==> src/rtl/hcbd_pkg.sv <==
// Package for the HTTP chunked body decoder.
// Holds widths, codes, character constants, item types and hex/space decode.
// No dependencies.
package hcbd_pkg;

    localparam int SIZE_BITS  = 32;
    localparam int TICK_BITS  = 20;
    localparam int COUNT_BITS = 32;

    localparam logic [TICK_BITS-1:0] TIMEOUT_RESET = TICK_BITS'(15000);

    localparam logic [1:0] OP_BYTE  = 2'd0;
    localparam logic [1:0] OP_TICK  = 2'd1;
    localparam logic [1:0] OP_START = 2'd2;

    localparam logic [1:0] ST_RUN     = 2'd0;
    localparam logic [1:0] ST_DONE    = 2'd1;
    localparam logic [1:0] ST_BADLINE = 2'd2;
    localparam logic [1:0] ST_TIMEOUT = 2'd3;

    localparam logic [7:0] CH_LF    = 8'h0A;
    localparam logic [7:0] CH_CR    = 8'h0D;
    localparam logic [7:0] CH_TAB   = 8'h09;
    localparam logic [7:0] CH_VT    = 8'h0B;
    localparam logic [7:0] CH_FF    = 8'h0C;
    localparam logic [7:0] CH_SPACE = 8'h20;
    localparam logic [7:0] CH_PLUS  = 8'h2B;
    localparam logic [7:0] CH_X_LO  = 8'h78;
    localparam logic [7:0] CH_X_UP  = 8'h58;

    typedef struct packed {
        logic [1:0] operation;
        logic [7:0] rx_byte;
    } t_in_item;

    typedef struct packed {
        logic                  out_valid;
        logic [7:0]            out_byte;
        logic [1:0]            status;
        logic [COUNT_BITS-1:0] body_count;
    } t_out_item;

    typedef struct packed {
        logic       is_hex;
        logic [3:0] value;
    } t_hex;

    function automatic t_hex hex_decode(input logic [7:0] c);
        t_hex h;
        h.is_hex = 1'b1;
        h.value  = 4'd0;
        if (c >= 8'h30 && c <= 8'h39) begin
            h.value = 4'(c - 8'h30);
        end else if (c >= 8'h61 && c <= 8'h66) begin
            h.value = 4'(c - 8'h57);
        end else if (c >= 8'h41 && c <= 8'h46) begin
            h.value = 4'(c - 8'h37);
        end else begin
            h.is_hex = 1'b0;
        end
        return h;
    endfunction

    function automatic logic is_space(input logic [7:0] c);
        return (c == CH_SPACE) || (c == CH_TAB) || (c == CH_VT) ||
               (c == CH_FF) || (c == CH_CR);
    endfunction

endpackage

==> src/rtl/hcbd_core.sv <==
// Decoder state and next-state logic: line parser, body counter, tick timer.
// Depends on hcbd_pkg.
module hcbd_core (
    input  logic                              i_clk,
    input  logic                              i_rst_n,
    input  logic                              i_adv,
    input  hcbd_pkg::t_in_item                i_item,
    input  logic                              i_cfg_we,
    input  logic [hcbd_pkg::TICK_BITS-1:0]    i_cfg_data,
    output hcbd_pkg::t_out_item               o_result
);

    localparam logic [3:0] PH_WS      = 4'd0;
    localparam logic [3:0] PH_SIGN    = 4'd1;
    localparam logic [3:0] PH_ZERO    = 4'd2;
    localparam logic [3:0] PH_X       = 4'd3;
    localparam logic [3:0] PH_DIGITS  = 4'd4;
    localparam logic [3:0] PH_EXT     = 4'd5;
    localparam logic [3:0] PH_BAD     = 4'd6;
    localparam logic [3:0] PH_BODY    = 4'd7;
    localparam logic [3:0] PH_DEND    = 4'd8;
    localparam logic [3:0] PH_TRAIL   = 4'd9;
    localparam logic [3:0] PH_TRAILCR = 4'd10;

    localparam int SB = hcbd_pkg::SIZE_BITS;
    localparam int CB = hcbd_pkg::COUNT_BITS;
    localparam int TB = hcbd_pkg::TICK_BITS;

    logic [TB-1:0] r_timeout;
    logic [3:0]    r_phase,  n_phase;
    logic [SB-1:0] r_chunk,  n_chunk;
    logic [TB-1:0] r_idle,   n_idle;
    logic          r_chars,  n_chars;
    logic [CB-1:0] r_total,  n_total;
    logic [1:0]    r_status, n_status;
    logic          body_out;
    logic [7:0]    c;
    hcbd_pkg::t_hex h;

    assign c = i_item.rx_byte;
    assign h = hcbd_pkg::hex_decode(c);

    always_comb begin
        n_phase  = r_phase;
        n_chunk  = r_chunk;
        n_idle   = r_idle;
        n_chars  = r_chars;
        n_total  = r_total;
        n_status = r_status;
        body_out = 1'b0;
        if (i_item.operation == hcbd_pkg::OP_START) begin
            n_phase  = PH_WS;
            n_chunk  = '0;
            n_idle   = '0;
            n_chars  = 1'b0;
            n_total  = '0;
            n_status = hcbd_pkg::ST_RUN;
        end else if (r_status == hcbd_pkg::ST_RUN) begin
            if (i_item.operation == hcbd_pkg::OP_BYTE) begin
                unique case (r_phase)
                    PH_WS, PH_SIGN: begin
                        if (c == hcbd_pkg::CH_LF) begin
                            n_status = hcbd_pkg::ST_BADLINE;
                        end else if (r_phase == PH_WS && hcbd_pkg::is_space(c)) begin
                            n_phase = r_phase;
                        end else if (r_phase == PH_WS && c == hcbd_pkg::CH_PLUS) begin
                            n_phase = PH_SIGN;
                        end else if (h.is_hex) begin
                            n_chunk = SB'(h.value);
                            n_phase = (h.value == 4'd0) ? PH_ZERO : PH_DIGITS;
                        end else begin
                            n_phase = PH_BAD;
                        end
                    end
                    PH_ZERO, PH_X, PH_DIGITS, PH_EXT: begin
                        if (c == hcbd_pkg::CH_LF) begin
                            if (r_chunk == '0) begin
                                n_phase = PH_TRAIL;
                                n_idle  = '0;
                                n_chars = 1'b0;
                            end else begin
                                n_phase = PH_BODY;
                                n_idle  = '0;
                            end
                        end else if (r_phase == PH_EXT) begin
                            n_phase = PH_EXT;
                        end else if (r_phase == PH_ZERO &&
                                     (c == hcbd_pkg::CH_X_LO || c == hcbd_pkg::CH_X_UP)) begin
                            n_phase = PH_X;
                        end else if (h.is_hex) begin
                            n_chunk = (|r_chunk[SB-1 -: 4]) ? '1
                                    : {r_chunk[SB-5:0], h.value};
                            n_phase = PH_DIGITS;
                        end else begin
                            n_phase = PH_EXT;
                        end
                    end
                    PH_BAD: begin
                        if (c == hcbd_pkg::CH_LF) begin
                            n_status = hcbd_pkg::ST_BADLINE;
                        end
                    end
                    PH_BODY: begin
                        body_out = 1'b1;
                        n_total  = (r_total == '1) ? r_total : r_total + 1'b1;
                        n_idle   = '0;
                        n_chunk  = (r_chunk == '0) ? r_chunk : r_chunk - 1'b1;
                        if (n_chunk == '0) begin
                            n_phase = PH_DEND;
                            n_chars = 1'b0;
                        end
                    end
                    PH_DEND: begin
                        if (c == hcbd_pkg::CH_LF) begin
                            n_phase = PH_WS;
                            n_idle  = '0;
                            n_chars = 1'b0;
                        end
                    end
                    PH_TRAIL: begin
                        if (c == hcbd_pkg::CH_LF) begin
                            if (!r_chars) begin
                                n_status = hcbd_pkg::ST_DONE;
                            end else begin
                                n_idle  = '0;
                                n_chars = 1'b0;
                            end
                        end else if (c == hcbd_pkg::CH_CR && !r_chars) begin
                            n_phase = PH_TRAILCR;
                        end else begin
                            n_chars = 1'b1;
                        end
                    end
                    PH_TRAILCR: begin
                        if (c == hcbd_pkg::CH_LF) begin
                            n_status = hcbd_pkg::ST_DONE;
                        end else begin
                            n_chars = 1'b1;
                            n_phase = PH_TRAIL;
                        end
                    end
                    default: begin
                        n_status = hcbd_pkg::ST_BADLINE;
                    end
                endcase
            end else if (i_item.operation == hcbd_pkg::OP_TICK) begin
                if (r_idle >= r_timeout) begin
                    n_status = (r_phase == PH_TRAIL || r_phase == PH_TRAILCR)
                             ? hcbd_pkg::ST_DONE : hcbd_pkg::ST_TIMEOUT;
                end else begin
                    n_idle = r_idle + 1'b1;
                end
            end
        end
    end

    always_comb begin
        o_result.out_valid  = body_out;
        o_result.out_byte   = body_out ? c : 8'd0;
        o_result.status     = n_status;
        o_result.body_count = n_total;
    end

    always_ff @(posedge i_clk) begin
        if (!i_rst_n) begin
            r_timeout <= hcbd_pkg::TIMEOUT_RESET;
        end else if (i_cfg_we) begin
            r_timeout <= i_cfg_data;
        end
    end

    always_ff @(posedge i_clk) begin
        if (!i_rst_n) begin
            r_phase  <= PH_WS;
            r_chunk  <= '0;
            r_idle   <= '0;
            r_chars  <= 1'b0;
            r_total  <= '0;
            r_status <= hcbd_pkg::ST_RUN;
        end else if (i_adv) begin
            r_phase  <= n_phase;
            r_chunk  <= n_chunk;
            r_idle   <= n_idle;
            r_chars  <= n_chars;
            r_total  <= n_total;
            r_status <= n_status;
        end
    end

endmodule

==> src/rtl/http_chunked_body_decoder.sv <==
// Top level of the HTTP chunked body decoder: input register, result register, handshakes.
// Depends on hcbd_pkg and hcbd_core.
//
// Takes one item (received byte, time tick or start of a new body) per clock when the output
// is not stalled and gives exactly one result for each, held in the result register after its
// transfer. An input register and a result register bracket the decoder state update,
// so a new item is taken every cycle while results are drained; the rate is set
// by that one decoder state update. The timeout register is written through the config
// channel, which is always ready; write it only while no item is in flight.
module http_chunked_body_decoder (
    input  logic                           i_clk,
    input  logic                           i_rst_n,
    input  logic                           i_in_valid,
    output logic                           o_in_ready,
    input  hcbd_pkg::t_in_item             i_in_data,
    output logic                           o_out_valid,
    input  logic                           i_out_ready,
    output hcbd_pkg::t_out_item            o_out_data,
    input  logic                           i_cfg_valid,
    output logic                           o_cfg_ready,
    input  logic [hcbd_pkg::TICK_BITS-1:0] i_cfg_data
);

    logic                r_in_vld;
    hcbd_pkg::t_in_item  r_in;
    logic                r_out_vld;
    hcbd_pkg::t_out_item r_out;
    hcbd_pkg::t_out_item result;
    logic                adv;

    assign adv         = r_in_vld && (!r_out_vld || i_out_ready);
    assign o_in_ready  = !r_in_vld || adv;
    assign o_cfg_ready = 1'b1;
    assign o_out_valid = r_out_vld;
    assign o_out_data  = r_out;

    hcbd_core u_core (
        .i_clk      (i_clk),
        .i_rst_n    (i_rst_n),
        .i_adv      (adv),
        .i_item     (r_in),
        .i_cfg_we   (i_cfg_valid),
        .i_cfg_data (i_cfg_data),
        .o_result   (result)
    );

    always_ff @(posedge i_clk) begin
        if (!i_rst_n) begin
            r_in_vld  <= 1'b0;
            r_out_vld <= 1'b0;
        end else begin
            if (o_in_ready) begin
                r_in_vld <= i_in_valid;
            end
            if (adv) begin
                r_out_vld <= 1'b1;
            end else if (i_out_ready) begin
                r_out_vld <= 1'b0;
            end
        end
    end

    always_ff @(posedge i_clk) begin
        if (o_in_ready && i_in_valid) begin
            r_in <= i_in_data;
        end
        if (adv) begin
            r_out <= result;
        end
    end

    a_body_while_running: assert property (@(posedge i_clk) disable iff (!i_rst_n)
        (o_out_valid && o_out_data.out_valid) |-> (o_out_data.status == hcbd_pkg::ST_RUN))
        else $error("body byte reported with a final status");

    a_idle_byte_zero: assert property (@(posedge i_clk) disable iff (!i_rst_n)
        (o_out_valid && !o_out_data.out_valid) |-> (o_out_data.out_byte == 8'd0))
        else $error("non-body result carries a byte");

    a_empty_after_reset: assert property (@(posedge i_clk) disable iff (!i_rst_n)
        $past(!i_rst_n) |-> (!o_out_valid && o_in_ready))
        else $error("pipeline not empty after reset");

endmodule
==> config.mk <==
export PLATFORM = sky130hd
export DESIGN_NAME = http_chunked_body_decoder
export DESIGN_NICKNAME = d
export VERILOG_FILES = /design/src/rtl/hcbd_pkg.sv /design/src/rtl/hcbd_core.sv /design/src/rtl/http_chunked_body_decoder.sv
export SDC_FILE = /design/constraint.sdc
export NUM_CORES = 1
export LEC_CHECK = 0
export ABC_AREA = 1
export BUFFER_PORTS_ARGS = -buffer_cell sky130_fd_sc_hd__buf_4
export CAP_MARGIN = 25
export CORE_MARGIN = 2
export CORE_UTILIZATION = 61
export CTS_CLUSTER_DIAMETER = 120
export DETAILED_ROUTE_END_ITERATION = 16
export HOLD_SLACK_MARGIN = 0.15
export PLACE_DENSITY = 0.81
export SLEW_MARGIN = 5
export SYNTH_ARGS = -nofsm -noshare
export SYNTH_HDL_FRONTEND = slang
export SYNTH_SLANG_ARGS = --single-unit
==> constraint.sdc <==
create_clock -name i_clk -period 3.6 [get_ports i_clk]
set_input_delay 0.54 -clock i_clk [delete_from_list [all_inputs] [get_ports i_clk]]
set_output_delay 0.54 -clock i_clk [all_outputs]
set_load 0.03 [all_outputs]
# Word-level counts from Yosys, hierarchy flattened
# Index checks and enable logic that the tools add are counted.
# totals
ff_bits	166
in_bits	35
elab_cells	195
# op_classes
n_lt_le_gt_ge	7
n_reduce_logical	43
addsub	6
mux	81
eq_ne	43
# op_table
cell	count
32-bit 2-to-1 mux	18
20-bit 2-to-1 mux	8
32-bit case mux with 3 select lines	1
4-bit 2-to-1 mux	19
32-bit logical NOT	2
20-bit case mux with 3 select lines	1
8-bit by 4-bit == test with 1-bit output (second input constant)	5
32-bit by 1-bit adder with 32-bit output (second input constant)	1
32-bit == test (second input constant)	1
32-bit by 1-bit subtractor with 32-bit output (second input constant)	1
3-bit by 1-bit != test with 1-bit output (second input constant)	8
3-bit by 2-bit != test with 1-bit output (second input constant)	8
4-bit case mux with 6 select lines	1
20-bit by 1-bit adder with 20-bit output (second input constant)	1
20-bit greater-or-equal comparator	1
1-bit 2-to-1 mux	20
2-bit 2-to-1 mux	10
4-bit by 3-bit == test with 1-bit output (second input constant)	4
8-bit by 6-bit == test with 1-bit output (second input constant)	2
8-bit by 7-bit == test with 1-bit output (second input constant)	2
8-bit by 7-bit greater-or-equal comparator with 1-bit output (second input constant)	2
8-bit by 7-bit less-or-equal comparator with 1-bit output (second input constant)	2
4-bit == test (second input constant)	3
12-bit AND reduction	1
other kinds (32)	58

# Logic depth before layout (Yosys ltp)
# depth
word_depth	15
mapped_depth	20

# By module
# A second synthesis with hierarchy kept.
# unflattened
cells_unflattened	1459
area_unflattened_um2	10022.1
# modules_own_cells
module	cells_each	area_per_inst_um2	instances
hcbd_core	1391	8324.2	1
http_chunked_body_decoder	68	1697.9	1

# Least setup slack after synthesis
# OpenSTA, ideal clock, no wires.
# synth_timing
kind	input to register
start	in i_out_ready
end	reg r_out, in the netlist o_out_data[0], enable pin
arrival_ps	2530
stages	6
setup_ps	424
slack_ps	646
path_cell_list	inv_1 nand2_1 nand2_1 inv_1 clkbuf_1 clkbuf_1
# synth_between
elab_chain_cells	2
# synth_rtl
element	line	rtl
from (decl)	http_chunked_body_decoder.sv:17	input logic i_out_ready,
1-bit logical OR	http_chunked_body_decoder.sv:31	assign adv = r_in_vld && (!r_out_vld || i_out_ready);
1-bit logical AND	http_chunked_body_decoder.sv:31	
via adv	http_chunked_body_decoder.sv:29	logic adv;
to (signal assigned)	http_chunked_body_decoder.sv:68	r_out <= result;
to (decl)	http_chunked_body_decoder.sv:27	hcbd_pkg::t_out_item r_out;
# The timed path passes the listed nets, and every way through them passes these cells.
# A chain may end at the register's enable or synchronous reset.

==> summary.md <==
| Metric | Value |
|---|---|
| Clock Skews | 0.009089 ns |
| Via/cell ratio | 5.719 |
| CTS Buf Count | 17 |
| Fraction of registers with async set or reset after synthesis | 0 |
| Maximum clock insertion buffer count | 2 |
| Maximum number of pins on one net before global-route repair | 70 |
| Number of setup buffers added after CTS | 0 |
| Synth cell types | 53 |
| Deepest level of the CTS H-tree | 4 |
| Yosys reg bits | 166 |
| Chip Height | 133.3 um |
| Startpoint-to-endpoint class of the critical path | flop to flop |
| Worst-case reg-to-reg path depth | 11 |
| Detailed-route wire length | 26,820 um |
| Clock slew at the register clock pins of the worst setup and hold paths | 0.07 ns |
| Launch instance of the worst min-delay path | i_in_data[5] |
| Cells taking the most area after synthesis | sky130_fd_sc_hd__dfxtp_1 22%, sky130_fd_sc_hd__edfxtp_1 16%, sky130_fd_sc_hd__nand2_1 11% |
| Final sum of negative setup slack | 0 ns |
| Most common flop cell mapped by yosys | sky130_fd_sc_hd__dfxtp_1 |
| Relative contribution of sequential cells to total power | 0.456 |
| Clock insertion delay at the later pin of the skew report | 0.44 ns |
| Via count of the first global-routing pass | 9,365 |
| Power density over the cells | 393.8 nW/um^2 |
| Relative area change from synthesis to final layout | 13.48% |
| RePlAce Congestion | 0.9958 |
| Number of placed I/O pins | 81 |
| RSZ-0062 raised after global routing | no |
| Die X | 133.3 um |
| Run status | finished, final reports clean |
| Worst voltage drop across the vdd grid | 0.0003853 V |
| Max-slew violation count | 0 |
| Wire length of the first global-routing pass | 43,860 um |
| Worst min path class | primary input to flop |
| Clock tree from TritonCTS | built |
| Lkg Pwr | 5.221 nW |
| Achievable frequency | 337.5 MHz |
| Total chip power | 0.004555 W |
| Routed WL per cell | 15.04 um |
| Post-DRT Antenna Nets | 0 |
| Count of filler cells inserted in the layout | 1,433 |
| GRT Resource Usage Total | 0.3007 |
| Area of the core | 16,470 um^2 |
| Final number of setup-violating endpoints | 0 |
| Internal cell power | 0.003286 W |
| Layout cell share with drive strength beyond 1 | 0.1132 |
| Gr ovfl total | 0 |
| Arrival time worst endpoint | 3.16 ns |
| Combinational power share | 0.116 |
| Number of hold violations in the final report | 0 |
| Cell at the root of the clock tree | sky130_fd_sc_hd__clkbuf_16 |
| Hold slack | 0.2750 ns |
| Vias after detailed routing | 10,200 |
| Switching fraction of total power | 0.2786 |
| Startpoint of the worst register-to-register path | u_core.r_phase[2]$_SDFFE_PN0P_ |
| Remaining routing DRC violations | 0 |
| Post-synthesis instance total | 1,491 |
| Combined area of all synthesized cells | 10,190 um^2 |
| Crit start category | flop |
| Maximum net fanout on the critical path | 19 |
| Iter 0 DRT Violations | 1,105 |
| Final critical-path required period | 2.963 ns |
| Synthesized netlist net count | 1,555 |
| Part of the Yosys area used for sequential elements | 0.3781 |
| Number of hold buffers added after CTS | 0 |
| Synth Warn # | 0 |
| Net switching power figure | 0.001269 W |
| Worst Hold Path Cells | 1 |
| Quantity of gates resized following cts | 0 |
| Buffers on Ports | 79 |
| Actual transition at the worst max-transition pin | 0.8217 ns |
| Area of the die | 17,760 um^2 |
| Mean instance size in the synthesized netlist | 6.835 um^2 |
| Maximum Capacitance Violations | 0 |
| Post-synth EDFFs | 53 |
| Max_slew headroom | 0.4514 |
| Data required time at the worst endpoint | 3.79 ns |
| Reg2reg end | o_out_data[30]$_DFFE_PP_ |
| HPWL reported at the end of detailed placement | 18,610 um |
| Nature of the critical path endpoint | flop |
| Fraction of the cycle the final worst path needs | 0.8231 |
| Router iterations before antenna repair | 6 |
| Dominant cell type by area after synthesis | sky130_fd_sc_hd__dfxtp_1 |
| Initial core utilization | 0.6189 |
| WHS Endpoint | r_in[5]$_DFFE_PP_ |
| Antenna violations before repair | 0 |
| Synth top area share | 0.2220 |
| Clock sink count | 166 |
| Number of standard-cell rows in the floorplan | 47 |
| Final net count | 1,614 |
| Internal reg-to-reg setup slack | 0.64 ns |
| Clk network pwr share | 0.428 |
| Number of antenna repair diodes | 0 |
[worst max-delay path, cell delays in order, from the launching register on]
cell and delay [ns]:
sky130_fd_sc_hd__dfxtp_1 0.38, sky130_fd_sc_hd__inv_1 0.09, sky130_fd_sc_hd__nor2_1 0.18, sky130_fd_sc_hd__nand3_2 0.37, sky130_fd_sc_hd__nor3_2 0.50, sky130_fd_sc_hd__nand2_2 0.31
sky130_fd_sc_hd__inv_2 0.23, sky130_fd_sc_hd__nand2_1 0.14, sky130_fd_sc_hd__nor2_1 0.23, sky130_fd_sc_hd__nand4_1 0.11, sky130_fd_sc_hd__nand3_1 0.13, sky130_fd_sc_hd__inv_1 0.05
[cell type report]
type                    count  area [um^2]  share of cell area
multi-input cells        1068         5343              0.4620
repair buffers             92        690.7             0.05972
clock buffers              18        450.4             0.03895
clock inverters            14        178.9             0.01547
well taps                 220        275.3             0.02380
flip-flops and latches    166         3854              0.3332
inverters                 205        773.2             0.06686
[per-stage QoR]
stage          setup WS, ns    util  std cells  cell area, um^2
2_1_floorplan        0.6457       -       1491            10190
3_3_place_gp         0.7345  0.6641       1751            10940
3_5_place_dp         0.7702  0.6641       1751            10940
4_1_cts              0.7236  0.7024       1783            11560
5_1_grt              0.4427  0.7024       1783            11560
6_report             0.6370  0.7024       1783            11560
[logic make-up (layout without fill, tap and decap cells)]
| kind of cell | after synthesis | in the layout | synth area share |
|---|---|---|---|
| AOI/OAI and AO/OA | 321 | 321 | 0.1682 |
| xor gates and xnor gates | 11 | 11 | 0.009454 |
| adders and majority gates | 29 | 29 | 0.03560 |
| buffers and inverters | 257 | 329 | 0.09760 |
| DFF | 166 | 166 | 0.3781 |
| other | 1 | 1 | 0.0003680 |
| and+or+nand+nor | 706 | 706 | 0.3106 |
[power by group through the flow]
| stage | combinational, W | clock [W] | sequential, W |
|---|---|---|---|
| floorplan | 0.000310 | 0 | 0.00215 |
| global placement | 0.000510 | 0 | 0.00212 |
| detailed placement | 0.000519 | 0 | 0.00212 |
| CTS | 0.000524 | 0.00197 | 0.00208 |
| global route | 0.000585 | 0.00204 | 0.00208 |
| finish | 0.000527 | 0.00195 | 0.00208 |
[cell usage in the layout, fill, tap and decap left out, types with 4 or more instances in the layout]
| cell | n |
|---|---|
| sky130_fd_sc_hd__or2_2 | 6 |
| sky130_fd_sc_hd__inv_2 | 4 |
| sky130_fd_sc_hd__ha_1 | 29 |
| sky130_fd_sc_hd__edfxtp_1 | 53 |
| sky130_fd_sc_hd__o21ai_0 | 153 |
| sky130_fd_sc_hd__nor3_1 | 34 |
| sky130_fd_sc_hd__nand2_1 | 303 |
| sky130_fd_sc_hd__a211oi_1 | 4 |
| sky130_fd_sc_hd__o31ai_1 | 6 |
| sky130_fd_sc_hd__a21oi_1 | 117 |
| sky130_fd_sc_hd__clkbuf_16 | 18 |
| sky130_fd_sc_hd__xor2_1 | 9 |
| sky130_fd_sc_hd__nand3_1 | 86 |
| sky130_fd_sc_hd__nor2_1 | 196 |
| sky130_fd_sc_hd__dfxtp_1 | 113 |
| sky130_fd_sc_hd__nor4_1 | 7 |
| sky130_fd_sc_hd__o21ai_1 | 10 |
| sky130_fd_sc_hd__inv_1 | 198 |
| sky130_fd_sc_hd__o211ai_1 | 4 |
| sky130_fd_sc_hd__nand2_2 | 5 |
| sky130_fd_sc_hd__nand4_1 | 28 |
| sky130_fd_sc_hd__nor2_4 | 6 |
| sky130_fd_sc_hd__a31oi_1 | 7 |
| sky130_fd_sc_hd__nor2_2 | 11 |
| sky130_fd_sc_hd__o21bai_1 | 7 |
| sky130_fd_sc_hd__nor3_2 | 4 |
| sky130_fd_sc_hd__buf_4 | 92 |
| sky130_fd_sc_hd__nand3b_1 | 6 |
| sky130_fd_sc_hd__inv_8 | 5 |
[Yosys cell counts, types with 7 or more instances]
library cell	n
sky130_fd_sc_hd__nand4_1	28
sky130_fd_sc_hd__ha_1	29
sky130_fd_sc_hd__dfxtp_1	113
sky130_fd_sc_hd__nor2_2	11
sky130_fd_sc_hd__nor2_1	196
sky130_fd_sc_hd__o21ai_1	10
sky130_fd_sc_hd__edfxtp_1	53
sky130_fd_sc_hd__xor2_1	9
sky130_fd_sc_hd__nand2_1	303
sky130_fd_sc_hd__nand3_1	86
sky130_fd_sc_hd__a21oi_1	117
sky130_fd_sc_hd__o21bai_1	7
sky130_fd_sc_hd__a31oi_1	7
sky130_fd_sc_hd__nor4_1	7
sky130_fd_sc_hd__nor3_1	34
sky130_fd_sc_hd__inv_1	199
sky130_fd_sc_hd__clkbuf_1	37
sky130_fd_sc_hd__buf_2	7
sky130_fd_sc_hd__o21ai_0	153
[worst max-delay path by stage]
stage | start | to
2_1_floorplan | i_out_ready | o_out_data[0]$_DFFE_PP_
3_3_place_gp | u_core.r_phase[2]$_SDFFE_PN0P_ | o_out_data[30]$_DFFE_PP_
3_5_place_dp | u_core.r_phase[2]$_SDFFE_PN0P_ | o_out_data[30]$_DFFE_PP_
4_1_cts | u_core.r_phase[2]$_SDFFE_PN0P_ | o_out_data[27]$_DFFE_PP_
5_1_grt | u_core.r_phase[1]$_SDFFE_PN0P_ | u_core.r_phase[1]$_SDFFE_PN0P_
6_report | u_core.r_phase[2]$_SDFFE_PN0P_ | o_out_data[30]$_DFFE_PP_
[flip-flops by register name, indices dropped and copies added, names as in the netlist]
name and count:
o_out_data 43, o_out_valid 1, r_in 10, r_in_vld 1, u_core.r_chars 1, u_core.r_chunk 32
u_core.r_idle 20, u_core.r_phase 4, u_core.r_status 2, u_core.r_timeout 20, u_core.r_total 32
[metal layers]
layer / vias up / wire [um] / global-route usage
li1: 5048 / - / -
met1: 4652 / 11470 / 0.3961
met2: 435 / 12540 / 0.4974
met3: 62 / 2110 / 0.05441
met4: 0 / 697 / 0.1099
met5: - / 0 / 0
(Power assumes the default switching activity.)
